<file path="config.mk">
export PLATFORM = sky130hd
export DESIGN_NAME = triangle_scanline_span_generator
export DESIGN_NICKNAME = d
export VERILOG_FILES = /design/src/tssg_pkg.sv /design/src/tssg_div.sv /design/src/tssg_front.sv /design/src/tssg_queue.sv /design/src/tssg_back.sv /design/src/triangle_scanline_span_generator.sv
export VERILOG_INCLUDE_DIRS = /design/src /design/src/src
export SDC_FILE = /design/constraint.sdc
export NUM_CORES = 2
export LEC_CHECK = 0
export CORE_MARGIN = 3
export CORE_UTILIZATION = 35
export DETAILED_ROUTE_END_ITERATION = 16
export DONT_BUFFER_PORTS = 1
export GPL_ROUTABILITY_DRIVEN = 0
export SYNTH_ARGS = -nofsm -noshare
export SYNTH_HDL_FRONTEND = slang
export SYNTH_SLANG_ARGS = --single-unit
export TNS_END_PERCENT = 30
</file>
<file path="constraint.sdc">
create_clock -name clk -period 31.2 [get_ports clk]
set_clock_uncertainty 0.1 [all_clocks]
set_input_delay 3.12 -clock clk [delete_from_list [all_inputs] [get_ports clk]]
set_output_delay 3.12 -clock clk [all_outputs]
set_load 0.02 [all_outputs]
</file>
<file path="src/assert_macros.svh">
// assertion helpers used by the top-level rtl file
`ifndef ASSERT_MACROS_SVH
`define ASSERT_MACROS_SVH

// antecedent in one cycle implies consequent in the next
`define CHK_NEXT(label, ante, cons, msg) \
  label: assert property (@(posedge clk) disable iff (!rst_n) (ante) |=> (cons)) \
    else $error(msg);

// condition must never be seen at a clock edge
`define CHK_NEVER(label, cond, msg) \
  label: assert property (@(posedge clk) disable iff (!rst_n) !(cond)) \
    else $error(msg);

`endif

</file>
<file path="src/tssg_pkg.sv">
// ----------------------------------------------------------------------------
// tssg_pkg
// Types and helpers of the triangle span generator.
// ----------------------------------------------------------------------------
`default_nettype none
package tssg_pkg;

  localparam int CoordW  = 32;
  localparam int RowW    = 17;
  localparam int ProdW   = 49;
  localparam int AccW    = 66;
  localparam int EdgeXW  = 51;
  localparam int SpanW   = 16;
  localparam int LimitW  = 7;
  localparam int DivW    = 49;
  localparam logic [LimitW-1:0] MaxSpans = 7'd64;

  typedef struct packed {
    logic signed [CoordW-1:0] v0_x;
    logic signed [CoordW-1:0] v0_y;
    logic signed [CoordW-1:0] v1_x;
    logic signed [CoordW-1:0] v1_y;
    logic signed [CoordW-1:0] v2_x;
    logic signed [CoordW-1:0] v2_y;
  } tri_in_t;

  typedef struct packed {
    logic signed [SpanW-1:0] span_left;
    logic signed [SpanW-1:0] span_right;
    logic signed [SpanW-1:0] span_row;
    logic                    last_span;
  } span_out_t;

  // one set-up triangle passed from front to back
  typedef struct packed {
    logic signed [CoordW-1:0] vx0;
    logic signed [CoordW-1:0] vx1;
    logic signed [RowW-1:0]   y0;
    logic signed [RowW-1:0]   y1;
    logic signed [RowW-1:0]   y2;
    logic signed [CoordW-1:0] s02;
    logic signed [CoordW-1:0] s01;
    logic signed [CoordW-1:0] s12;
    logic signed [ProdW-1:0]  p02;
    logic signed [ProdW-1:0]  p01;
    logic signed [ProdW-1:0]  p12;
  } job_t;

  // queue status seen by both sides
  typedef struct packed {
    logic full;
    logic empty;
  } q_stat_t;

  // round to nearest integer and clamp to the span range
  function automatic logic signed [SpanW-1:0] round_sat16(input logic signed [EdgeXW-1:0] x);
    logic signed [EdgeXW:0] t;
    logic signed [EdgeXW:0] r;
    t = {x[EdgeXW-1], x} + (EdgeXW+1)'(32768);
    r = t >>> 16;
    if (r > (EdgeXW+1)'(32767))
      return 16'sh7FFF;
    else if (r < -(EdgeXW+1)'(32768))
      return 16'sh8000;
    else
      return r[SpanW-1:0];
  endfunction

endpackage
`default_nettype wire

</file>
<file path="src/tssg_div.sv">
// ----------------------------------------------------------------------------
// tssg_div
// Unsigned restoring divider, one quotient bit per cycle.
// ----------------------------------------------------------------------------
`default_nettype none
module tssg_div
  import tssg_pkg::*;
(
  input  logic              clk,
  input  logic              rst_n,
  input  logic              start,
  input  logic [DivW-1:0]   dividend,
  input  logic [CoordW-1:0] divisor,
  output logic              done,
  output logic [DivW-1:0]   quotient
);

  logic              busy_r, busy_nxt;
  logic [5:0]        cnt_r, cnt_nxt;
  logic [DivW-1:0]   q_r, q_nxt;
  logic [CoordW-1:0] rem_r, rem_nxt;
  logic [CoordW-1:0] dvs_r, dvs_nxt;
  logic              done_r, done_nxt;
  logic [CoordW:0]   trial;

  // load on start, else one shift and compare step while busy
  always_comb begin
    trial    = {rem_r, q_r[DivW-1]};
    busy_nxt = busy_r;
    cnt_nxt  = cnt_r;
    q_nxt    = q_r;
    rem_nxt  = rem_r;
    dvs_nxt  = dvs_r;
    done_nxt = 1'b0;
    if (start) begin
      busy_nxt = 1'b1;
      cnt_nxt  = 6'(DivW);
      q_nxt    = dividend;
      rem_nxt  = '0;
      dvs_nxt  = divisor;
    end else if (busy_r) begin
      if (trial >= {1'b0, dvs_r}) begin
        rem_nxt = CoordW'(trial - {1'b0, dvs_r});
        q_nxt   = {q_r[DivW-2:0], 1'b1};
      end else begin
        rem_nxt = trial[CoordW-1:0];
        q_nxt   = {q_r[DivW-2:0], 1'b0};
      end
      cnt_nxt = cnt_r - 6'd1;
      if (cnt_r == 6'd1) begin
        busy_nxt = 1'b0;
        done_nxt = 1'b1;
      end
    end
  end

  always_ff @(posedge clk) begin
    if (!rst_n) begin
      busy_r <= 1'b0;
      done_r <= 1'b0;
      cnt_r  <= '0;
    end else begin
      busy_r <= busy_nxt;
      done_r <= done_nxt;
      cnt_r  <= cnt_nxt;
    end
    q_r   <= q_nxt;
    rem_r <= rem_nxt;
    dvs_r <= dvs_nxt;
  end

  assign done     = done_r;
  assign quotient = q_r;

endmodule
`default_nettype wire

</file>
<file path="src/tssg_front.sv">
// ----------------------------------------------------------------------------
// tssg_front
// Takes a triangle, sorts it by y, works out slopes and start products.
// ----------------------------------------------------------------------------
`default_nettype none
module tssg_front
  import tssg_pkg::*;
(
  input  logic    clk,
  input  logic    rst_n,
  input  logic    in_valid,
  output logic    in_stall,
  input  tri_in_t in_data,
  input  q_stat_t q_stat,
  output logic    q_push,
  output job_t    q_job
);

  localparam logic [3:0] ST_IDLE  = 4'd0;
  localparam logic [3:0] ST_SORT0 = 4'd1;
  localparam logic [3:0] ST_SORT1 = 4'd2;
  localparam logic [3:0] ST_SORT2 = 4'd3;
  localparam logic [3:0] ST_DIVGO = 4'd4;
  localparam logic [3:0] ST_DIVWT = 4'd5;
  localparam logic [3:0] ST_MUL   = 4'd6;
  localparam logic [3:0] ST_PUSH  = 4'd7;

  localparam logic [1:0] E02 = 2'd0;
  localparam logic [1:0] E01 = 2'd1;
  localparam logic [1:0] E12 = 2'd2;

  logic [3:0] state_r, state_nxt;
  logic [1:0] edge_r, edge_nxt;

  logic signed [CoordW-1:0] x0_r, y0_r, x1_r, y1_r, x2_r, y2_r;
  logic signed [CoordW-1:0] s02_r, s01_r, s12_r;
  logic signed [ProdW-1:0]  p02_r, p01_r, p12_r;
  logic                     neg_r, zero_r;

  logic signed [CoordW-1:0] ax, ay, bx, by, sel_s;
  logic signed [CoordW:0]   dx, dy;
  logic [CoordW:0]          dx_mag;
  logic                     div_start, div_done;
  logic [DivW-1:0]          div_q;
  logic signed [CoordW-1:0] slope;
  logic [15:0]              frac;
  logic signed [ProdW-1:0]  prod;
  logic signed [CoordW:0]   ceil0, ceil1, ceil2;

  // edge endpoints
  always_comb begin
    unique case (edge_r)
      E02:     begin ax = x0_r; ay = y0_r; bx = x2_r; by = y2_r; sel_s = s02_r; end
      E01:     begin ax = x0_r; ay = y0_r; bx = x1_r; by = y1_r; sel_s = s01_r; end
      default: begin ax = x1_r; ay = y1_r; bx = x2_r; by = y2_r; sel_s = s12_r; end
    endcase
    dx     = {bx[CoordW-1], bx} - {ax[CoordW-1], ax};
    dy     = {by[CoordW-1], by} - {ay[CoordW-1], ay};
    dx_mag = dx[CoordW] ? (CoordW+1)'(-dx) : dx;
  end

  assign div_start = (state_r == ST_DIVGO);

  tssg_div u_div (
    .clk      (clk),
    .rst_n    (rst_n),
    .start    (div_start),
    .dividend ({dx_mag, 16'h0000}),
    .divisor  (dy[CoordW-1:0]),
    .done     (div_done),
    .quotient (div_q)
  );

  // sign and saturation of the quotient
  always_comb begin
    if (zero_r)
      slope = '0;
    else if (neg_r)
      slope = (div_q > DivW'(33'h080000000)) ? 32'sh80000000 : CoordW'(-div_q);
    else
      slope = (div_q > DivW'(32'h7FFFFFFF)) ? 32'sh7FFFFFFF : div_q[CoordW-1:0];
  end

  // start offset below the vertex, then one product a cycle
  always_comb begin
    frac = (edge_r == E12) ? 16'(-y1_r[15:0]) : 16'(-y0_r[15:0]);
    prod = $signed({{(ProdW-CoordW){sel_s[CoordW-1]}}, sel_s})
           * $signed({{(ProdW-16){1'b0}}, frac});
  end

  // integer rows from ceiled vertex y
  always_comb begin
    ceil0 = {y0_r[CoordW-1], y0_r} + (CoordW+1)'(16'hFFFF);
    ceil1 = {y1_r[CoordW-1], y1_r} + (CoordW+1)'(16'hFFFF);
    ceil2 = {y2_r[CoordW-1], y2_r} + (CoordW+1)'(16'hFFFF);
  end

  always_comb begin
    q_job.vx0 = x0_r;
    q_job.vx1 = x1_r;
    q_job.y0  = ceil0[CoordW:16];
    q_job.y1  = ceil1[CoordW:16];
    q_job.y2  = ceil2[CoordW:16];
    q_job.s02 = s02_r;
    q_job.s01 = s01_r;
    q_job.s12 = s12_r;
    q_job.p02 = p02_r;
    q_job.p01 = p01_r;
    q_job.p12 = p12_r;
  end

  assign q_push   = (state_r == ST_PUSH) && !q_stat.full;
  assign in_stall = (state_r != ST_IDLE);

  // sequencer
  always_comb begin
    state_nxt = state_r;
    edge_nxt  = edge_r;
    unique case (state_r)
      ST_IDLE:  if (in_valid) state_nxt = ST_SORT0;
      ST_SORT0: state_nxt = ST_SORT1;
      ST_SORT1: state_nxt = ST_SORT2;
      ST_SORT2: begin state_nxt = ST_DIVGO; edge_nxt = E02; end
      ST_DIVGO: state_nxt = ST_DIVWT;
      ST_DIVWT: begin
        if (div_done) begin
          if (edge_r == E12) begin
            state_nxt = ST_MUL;
            edge_nxt  = E02;
          end else begin
            state_nxt = ST_DIVGO;
            edge_nxt  = edge_r + 2'd1;
          end
        end
      end
      ST_MUL: begin
        if (edge_r == E12) state_nxt = ST_PUSH;
        else               edge_nxt  = edge_r + 2'd1;
      end
      ST_PUSH:  if (!q_stat.full) state_nxt = ST_IDLE;
      default:  state_nxt = ST_IDLE;
    endcase
  end

  always_ff @(posedge clk) begin
    if (!rst_n) begin
      state_r <= ST_IDLE;
      edge_r  <= E02;
    end else begin
      state_r <= state_nxt;
      edge_r  <= edge_nxt;
    end
  end

  // vertex capture and compare-swap sort
  always_ff @(posedge clk) begin
    priority case (1'b1)
      state_r == ST_IDLE && in_valid: begin
        x0_r <= in_data.v0_x; y0_r <= in_data.v0_y;
        x1_r <= in_data.v1_x; y1_r <= in_data.v1_y;
        x2_r <= in_data.v2_x; y2_r <= in_data.v2_y;
      end
      state_r == ST_SORT0 && y0_r > y1_r: begin
        x0_r <= x1_r; y0_r <= y1_r; x1_r <= x0_r; y1_r <= y0_r;
      end
      state_r == ST_SORT1 && y0_r > y2_r: begin
        x0_r <= x2_r; y0_r <= y2_r; x2_r <= x0_r; y2_r <= y0_r;
      end
      state_r == ST_SORT2 && y1_r > y2_r: begin
        x1_r <= x2_r; y1_r <= y2_r; x2_r <= x1_r; y2_r <= y1_r;
      end
      default: ;
    endcase
  end

  // slope and product registers
  always_ff @(posedge clk) begin
    if (state_r == ST_DIVGO) begin
      neg_r  <= dx[CoordW];
      zero_r <= (dy == '0);
    end
    if (state_r == ST_DIVWT && div_done) begin
      unique case (edge_r)
        E02:     s02_r <= slope;
        E01:     s01_r <= slope;
        default: s12_r <= slope;
      endcase
    end
    if (state_r == ST_MUL) begin
      unique case (edge_r)
        E02:     p02_r <= prod;
        E01:     p01_r <= prod;
        default: p12_r <= prod;
      endcase
    end
  end

endmodule
`default_nettype wire

</file>
<file path="src/tssg_queue.sv">
// ----------------------------------------------------------------------------
// tssg_queue
// Short queue of set-up triangles between front and back.
// ----------------------------------------------------------------------------
`default_nettype none
module tssg_queue
  import tssg_pkg::*;
#(
  parameter int DEPTH = 2
)(
  input  logic    clk,
  input  logic    rst_n,
  input  logic    push,
  input  job_t    wr_job,
  input  logic    pop,
  output job_t    rd_job,
  output q_stat_t stat
);

  localparam int AW = (DEPTH > 1) ? $clog2(DEPTH) : 1;
  localparam int CW = $clog2(DEPTH + 1);

  job_t          mem_r [DEPTH];
  logic [AW-1:0] wr_ptr_r, rd_ptr_r;
  logic [CW-1:0] count_r;

  assign stat.full  = (count_r == CW'(DEPTH));
  assign stat.empty = (count_r == '0);
  assign rd_job     = mem_r[rd_ptr_r];

  // storage
  always_ff @(posedge clk) begin
    if (push) mem_r[wr_ptr_r] <= wr_job;
  end

  // pointers and fill count
  always_ff @(posedge clk) begin
    if (!rst_n) begin
      wr_ptr_r <= '0;
      rd_ptr_r <= '0;
      count_r  <= '0;
    end else begin
      if (push)
        wr_ptr_r <= (wr_ptr_r == AW'(DEPTH - 1)) ? '0 : wr_ptr_r + AW'(1);
      if (pop)
        rd_ptr_r <= (rd_ptr_r == AW'(DEPTH - 1)) ? '0 : rd_ptr_r + AW'(1);
      if (push && !pop)      count_r <= count_r + CW'(1);
      else if (pop && !push) count_r <= count_r - CW'(1);
    end
  end

endmodule
`default_nettype wire

</file>
<file path="src/tssg_back.sv">
// ----------------------------------------------------------------------------
// tssg_back
// Walks the rows of one triangle and emits one span item per cycle unless out_stall holds the output.
// ----------------------------------------------------------------------------
`default_nettype none
module tssg_back
  import tssg_pkg::*;
(
  input  logic              clk,
  input  logic              rst_n,
  input  logic [LimitW-1:0] max_spans,
  input  job_t              q_job,
  input  q_stat_t           q_stat,
  output logic              q_pop,
  output logic              out_valid,
  input  logic              out_stall,
  output span_out_t         out_data
);

  localparam logic BK_IDLE = 1'b0;
  localparam logic BK_RUN  = 1'b1;

  logic                     state_r;
  job_t                     job_r;
  logic signed [RowW-1:0]   row_r;
  logic [LimitW-1:0]        n_r;
  logic signed [AccW-1:0]   acc_a_r, acc_b_r;
  logic                     out_valid_r;
  span_out_t                out_r;

  logic [LimitW-1:0]        limit;
  logic                     adv, is_last, upper;
  logic signed [RowW-1:0]   row_inc;
  logic signed [CoordW-1:0] base_b, s_b;
  logic signed [EdgeXW-1:0] xa, xb, xl, xr;
  logic                     start_ok;

  assign limit    = (max_spans > MaxSpans) ? MaxSpans : max_spans;
  assign start_ok = (limit != '0) && (q_job.y0 < q_job.y2);
  assign q_pop    = (state_r == BK_IDLE) && !q_stat.empty;
  assign adv      = (state_r == BK_RUN) && (!out_valid_r || !out_stall);

  // edge x values for the current row
  always_comb begin
    upper   = (row_r < job_r.y1);
    base_b  = upper ? job_r.vx0 : job_r.vx1;
    s_b     = upper ? job_r.s01 : job_r.s12;
    row_inc = row_r + RowW'(1);
    xa = {{(EdgeXW-CoordW){job_r.vx0[CoordW-1]}}, job_r.vx0}
         + {acc_a_r[AccW-1], acc_a_r[AccW-1:16]};
    xb = {{(EdgeXW-CoordW){base_b[CoordW-1]}}, base_b}
         + {acc_b_r[AccW-1], acc_b_r[AccW-1:16]};
    xl = (xa > xb) ? xb : xa;
    xr = (xa > xb) ? xa : xb;
    is_last = (row_inc >= job_r.y2) || (n_r + LimitW'(1) == limit);
  end

  // row walker
  always_ff @(posedge clk) begin
    if (!rst_n) begin
      state_r <= BK_IDLE;
    end else begin
      unique case (state_r)
        BK_IDLE: if (q_pop && start_ok) state_r <= BK_RUN;
        default: if (adv && is_last)   state_r <= BK_IDLE;
      endcase
    end
    if (q_pop) begin
      job_r   <= q_job;
      row_r   <= q_job.y0;
      n_r     <= '0;
      acc_a_r <= {{(AccW-ProdW){q_job.p02[ProdW-1]}}, q_job.p02};
      acc_b_r <= (q_job.y0 < q_job.y1)
                 ? {{(AccW-ProdW){q_job.p01[ProdW-1]}}, q_job.p01}
                 : {{(AccW-ProdW){q_job.p12[ProdW-1]}}, q_job.p12};
    end else if (adv) begin
      row_r   <= row_inc;
      n_r     <= n_r + LimitW'(1);
      acc_a_r <= acc_a_r + {{(AccW-CoordW-16){job_r.s02[CoordW-1]}}, job_r.s02, 16'h0000};
      if (row_inc == job_r.y1)
        acc_b_r <= {{(AccW-ProdW){job_r.p12[ProdW-1]}}, job_r.p12};
      else
        acc_b_r <= acc_b_r + {{(AccW-CoordW-16){s_b[CoordW-1]}}, s_b, 16'h0000};
    end
  end

  // output register
  always_ff @(posedge clk) begin
    if (!rst_n)
      out_valid_r <= 1'b0;
    else if (adv)
      out_valid_r <= 1'b1;
    else if (!out_stall)
      out_valid_r <= 1'b0;
    if (adv) begin
      out_r.span_left  <= round_sat16(xl);
      out_r.span_right <= round_sat16(xr - EdgeXW'(1));
      out_r.span_row   <= row_r[SpanW-1:0];
      out_r.last_span  <= is_last;
    end
  end

  assign out_valid = out_valid_r;
  assign out_data  = out_r;

endmodule
`default_nettype wire

</file>
<file path="src/triangle_scanline_span_generator.sv">
// ----------------------------------------------------------------------------
// triangle_scanline_span_generator
// Scanline rasteriser: one triangle in, one span item per covered row out, at most max_spans (capped at 64).
// ----------------------------------------------------------------------------
//   channel  | direction | handshake          | payload
//   in_      | in        | in_valid/in_stall  | tri_in_t (three 16.16 vertices)
//   out_     | out       | out_valid/out_stall| span_out_t (left, right, row, last)
//   cfg_     | in        | cfg_valid/cfg_ready| max_spans, 7 bit
//
// the front takes one triangle at a time and stalls in_ until it is pushed: three compare-swaps,
// three slope divisions on one divider, three multiplies, a push.
// the back emits one span per cycle unless out_stall holds the output register.
// reset clears control state and sets max_spans to 64; no clearing pass.
// out_stall holds the output register; the queue lets the front go on meanwhile.
`default_nettype none
`include "assert_macros.svh"
module triangle_scanline_span_generator
  import tssg_pkg::*;
#(
  parameter int QUEUE_DEPTH = 2
)(
  input  logic              clk,
  input  logic              rst_n,
  input  logic              in_valid,
  output logic              in_stall,
  input  tri_in_t           in_data,
  output logic              out_valid,
  input  logic              out_stall,
  output span_out_t         out_data,
  input  logic              cfg_valid,
  output logic              cfg_ready,
  input  logic [LimitW-1:0] cfg_data
);

  logic [LimitW-1:0] max_spans_r;
  logic              q_push, q_pop;
  job_t              q_wr_job, q_rd_job;
  q_stat_t           q_stat;

  // configuration register
  assign cfg_ready = 1'b1;
  always_ff @(posedge clk) begin
    if (!rst_n)
      max_spans_r <= MaxSpans;
    else if (cfg_valid && cfg_ready)
      max_spans_r <= cfg_data;
  end

  tssg_front u_front (
    .clk      (clk),
    .rst_n    (rst_n),
    .in_valid (in_valid),
    .in_stall (in_stall),
    .in_data  (in_data),
    .q_stat   (q_stat),
    .q_push   (q_push),
    .q_job    (q_wr_job)
  );

  tssg_queue #(.DEPTH(QUEUE_DEPTH)) u_queue (
    .clk    (clk),
    .rst_n  (rst_n),
    .push   (q_push),
    .wr_job (q_wr_job),
    .pop    (q_pop),
    .rd_job (q_rd_job),
    .stat   (q_stat)
  );

  tssg_back u_back (
    .clk       (clk),
    .rst_n     (rst_n),
    .max_spans (max_spans_r),
    .q_job     (q_rd_job),
    .q_stat    (q_stat),
    .q_pop     (q_pop),
    .out_valid (out_valid),
    .out_stall (out_stall),
    .out_data  (out_data)
  );

  // checks
  `CHK_NEXT(a_front_busy, in_valid && !in_stall, in_stall, "front took a second item at once")
  `CHK_NEVER(a_no_overflow, q_push && q_stat.full, "queue push while full")
  `CHK_NEVER(a_no_underflow, q_pop && q_stat.empty, "queue pop while empty")

endmodule
`default_nettype wire
</file>
==> results.tsv <==
stage	metric	value	unit
synthesis	seq_area_frac_synth	43.51	%
finish	drive_gt1_share	7.851	%
floorplan	die_h	553.7	um
routing	vias_per_cell	5.536	
worst_hold_path	min_path_cells	0	
cts	cts_tree	yes	
synthesis	synth_cell_type_count	112	
synthesis	syn_nets	11160	
cts	post-cts-setup-buffers	0	
finish	area_growth_syn_to_layout	9.219	%
synthesis	netlist_instances	9829	
routing	wl_per_cell	22.70	um
finish	fillers	28660	
cts	cts_resized	0	
synthesis	yosys_most_used_dff	edfxtp_1	
placement	numPortBuffers	0	
finish	final_cell_mix	edfxtp_1 (1467), nand2_1 (917), inv_1 (890), nor2_1 (755), ha_1 (636)	
setup_path	cp_data_arrival_time	14.74	ns
setup_path	worst-setup-path-type	flip-flop to flip-flop	
finish	fin_area	0.1147	mm2
sta	fin_setup_tns	0	ns
setup_path	r2r_end	u_back.out_data[17]$_SDFFCE_PN1P_	
sta	finalCritPeriodShare	45.85	%
floorplan	rows	200	
synthesis	synth_top_family_by_area	adder cells	
synthesis	syn_area	0.1050	mm2
grt	grt_usage	19.83	%
grt	grt_max_degree	152	
worst_hold_path	hold_class	flip-flop to flip-flop	
setup_path	critPathRequiredTime	31.63	ns
cts	cts_hold_buf	0	
setup_path	crit_top_cell	o21ai_0	
finish	multi_input_area	0.05459	mm2
floorplan	initial_utilization	35.26	%
sta	hold_violations	0	
sta	max_slew_margin	9.636	%
cts	cts_root_buf	clkbuf_16	
cts	clk_path_buf_depth	4	
setup_path	endpoint	u_back.out_data[17]$_SDFFCE_PN1P_	
routing	ant_nets	0	
sta	tightestPinTransition	1.343	ns
setup_path	rrSetupSlack	16.89	ns
setup_path	worstPathMaxFanout	73	
cts	clk_pin_slew	0.06	ns
routing	dr.pass1.iters	7	
setup_path	cpPeakStageDelay	0.60	ns
setup_path	reg2regPathDepth	58	
grt	grt_pass1_wl	472700	um
finish	regArea	0.04570	mm2
finish	nets	11040	
sta	drv_slew	0	
setup_path	reg2reg_from	u_back.row_r[1]$_DFFE_PP_	
synthesis	syn_area_per_cell	10.68	um2
routing	drt_iter0_drc	8165	
routing	via_count	76220	
cts	htree_levels	4	
floorplan	num_io_pins	256	
synthesis	synthArstFlopShare	0	%
grt	grt_pass1_vias	74980	
floorplan	core	0.2978	mm2
cts	clock_sinks	1549	
cts	clk_latency	0.83	ns
setup_path	cp-start-kind	flip-flop	
placement	place_inst	13470	
flow_run	max_cap_viol_count	0	
synthesis	ys.warnings.count	0	
synthesis	synth_compound_area_share	11.27	%
synthesis	synth_seq_cells	1549	
synthesis	synthAdderAreaFrac	17.01	%
placement	dp_hpwl	239300	um
routing	drc	0	
setup_path	cp_slowest_cell	buf_4	
placement	dpl_cell_area	0.1094	mm2
setup_path	end_kind	flip-flop	
sta	fmax	69.90	MHz
finish	final_common_cell	edfxtp_1	
setup_path	startpoint	u_back.row_r[1]$_DFFE_PP_	
sta	post-route-min-period	14.31	ns
sta	setup_violations	0	
floorplan	die-area	0.3066	mm2
synthesis	synth_enable_flop_cells	1467	
floorplan	die_width	553.7	um
grt	grt_overflow	0	
grt	antenna_found_initial	27	
sta	rsz0062_at_grt	no	
synthesis	synthSimpleGateAreaFrac	12.48	%
run_status	status	completed	
synthesis	synth_mux_area_share	7.060	%
cts	cts_made_buffers	171	
finish	final_cells	13770	
synthesis	synth_xor_area_share	3.958	%
routing	wirelength	312600	um
## per-layer routing
layer | vias up | part of all wire (%) | global-route usage (%)
met5 | - | 0.040 | 0
met4 | 20 | 3.5 | 6.719
met3 | 465 | 7.3 | 3.195
met2 | 2849 | 44 | 30.50
met1 | 38140 | 45 | 28.33
li1 | 34750 | - | -
## metrics by stage
stage          util (%)  setup WS [ns]  hold WS (ns)
2_1_floorplan         -          15.51        0.3215
3_5_place_dp      36.73          17.03        0.3296
6_report          38.51          16.89        0.2959
4_1_cts           38.51          17.02        0.2963
3_3_place_gp      36.73          17.37        0.3221
5_1_grt           38.51          15.75        0.3113
## kinds of logic after synthesis
| family | Yosys count |
|---|---|
| and+or+nand+nor | 2793 |
| AOI/OAI and AO/OA | 1884 |
| DFF | 1549 |
| buffers and inverters | 1298 |
| adders and majority gates | 1131 |
| muxes | 701 |
| xor gates and xnor gates | 472 |
| other | 1 |
## synth_stat cells (107+ instances only)
library cell  number  area, um2
nor3_1           151      755.7
mux2i_1          384       3844
mux2_2           317       3570
nand3_1          227       1136
o21ai_0          582       2913
ha_1             637       7970
edfxtp_1        1467      44050
xor2_1           165       1445
a21oi_1          505       2527
nand4_1          107      669.4
inv_1            894       3356
clkbuf_1         339       1272
nand2_1          919       3450
nor2_1           757       2841
xnor2_1          305       2671
a21o_1           162       1216
fa_1             494       9889
## state kept, by name (all words and copies together), names as in the netlist, 33 cells and up, named ones only
name and cells:
u_back.job_r 227, u_back.acc_a_r 50, u_front.p01_r 33, u_front.p02_r 33, u_back.acc_b_r 50, u_front.u_div.quotient 49
u_front.p12_r 33, u_back.out_data 49, u_queue.mem_r 620
## critical path: cells and delay by family, from the launching register on
family                     cells  cell delay, ns
AOI/OAI and AO/OA             28            6.64
and+or+nand+nor               17            2.93
buffers and inverters          5            1.60
adders and majority gates      5            1.51
DFF                            1            0.50
xor gates and xnor gates       2            0.37
muxes                          1            0.32
## worst min path at each step
stage                                     start                              end
CTS                 u_front.p01_r[16]$_DFFE_PP_   u_queue.mem_r[0][65]$_DFFE_PP_
detailed placement  u_front.p01_r[44]$_DFFE_PP_   u_queue.mem_r[0][93]$_DFFE_PP_
global placement    u_front.p01_r[38]$_DFFE_PP_   u_queue.mem_r[0][87]$_DFFE_PP_
finish              u_front.p01_r[16]$_DFFE_PP_   u_queue.mem_r[0][65]$_DFFE_PP_
floorplan           u_front.p02_r[16]$_DFFE_PP_  u_queue.mem_r[0][114]$_DFFE_PP_
global route        u_front.p01_r[16]$_DFFE_PP_   u_queue.mem_r[0][65]$_DFFE_PP_
## layout make-up
| cell class | instances | area share [%] |
|---|---|---|
| inverters | 897 | 2.944 |
| clock inverters | 81 | 0.6437 |
| multi-input cells | 6982 | 47.60 |
| clock buffers | 212 | 3.964 |
| diodes | 8 | 0.01746 |
| flip-flops and latches | 1549 | 39.85 |
| well taps | 3939 | 4.297 |
| repair buffers | 100 | 0.6873 |
Power is not shown: default switching activity piles up to over one toggle a cycle in this logic, so the estimate is an artifact.
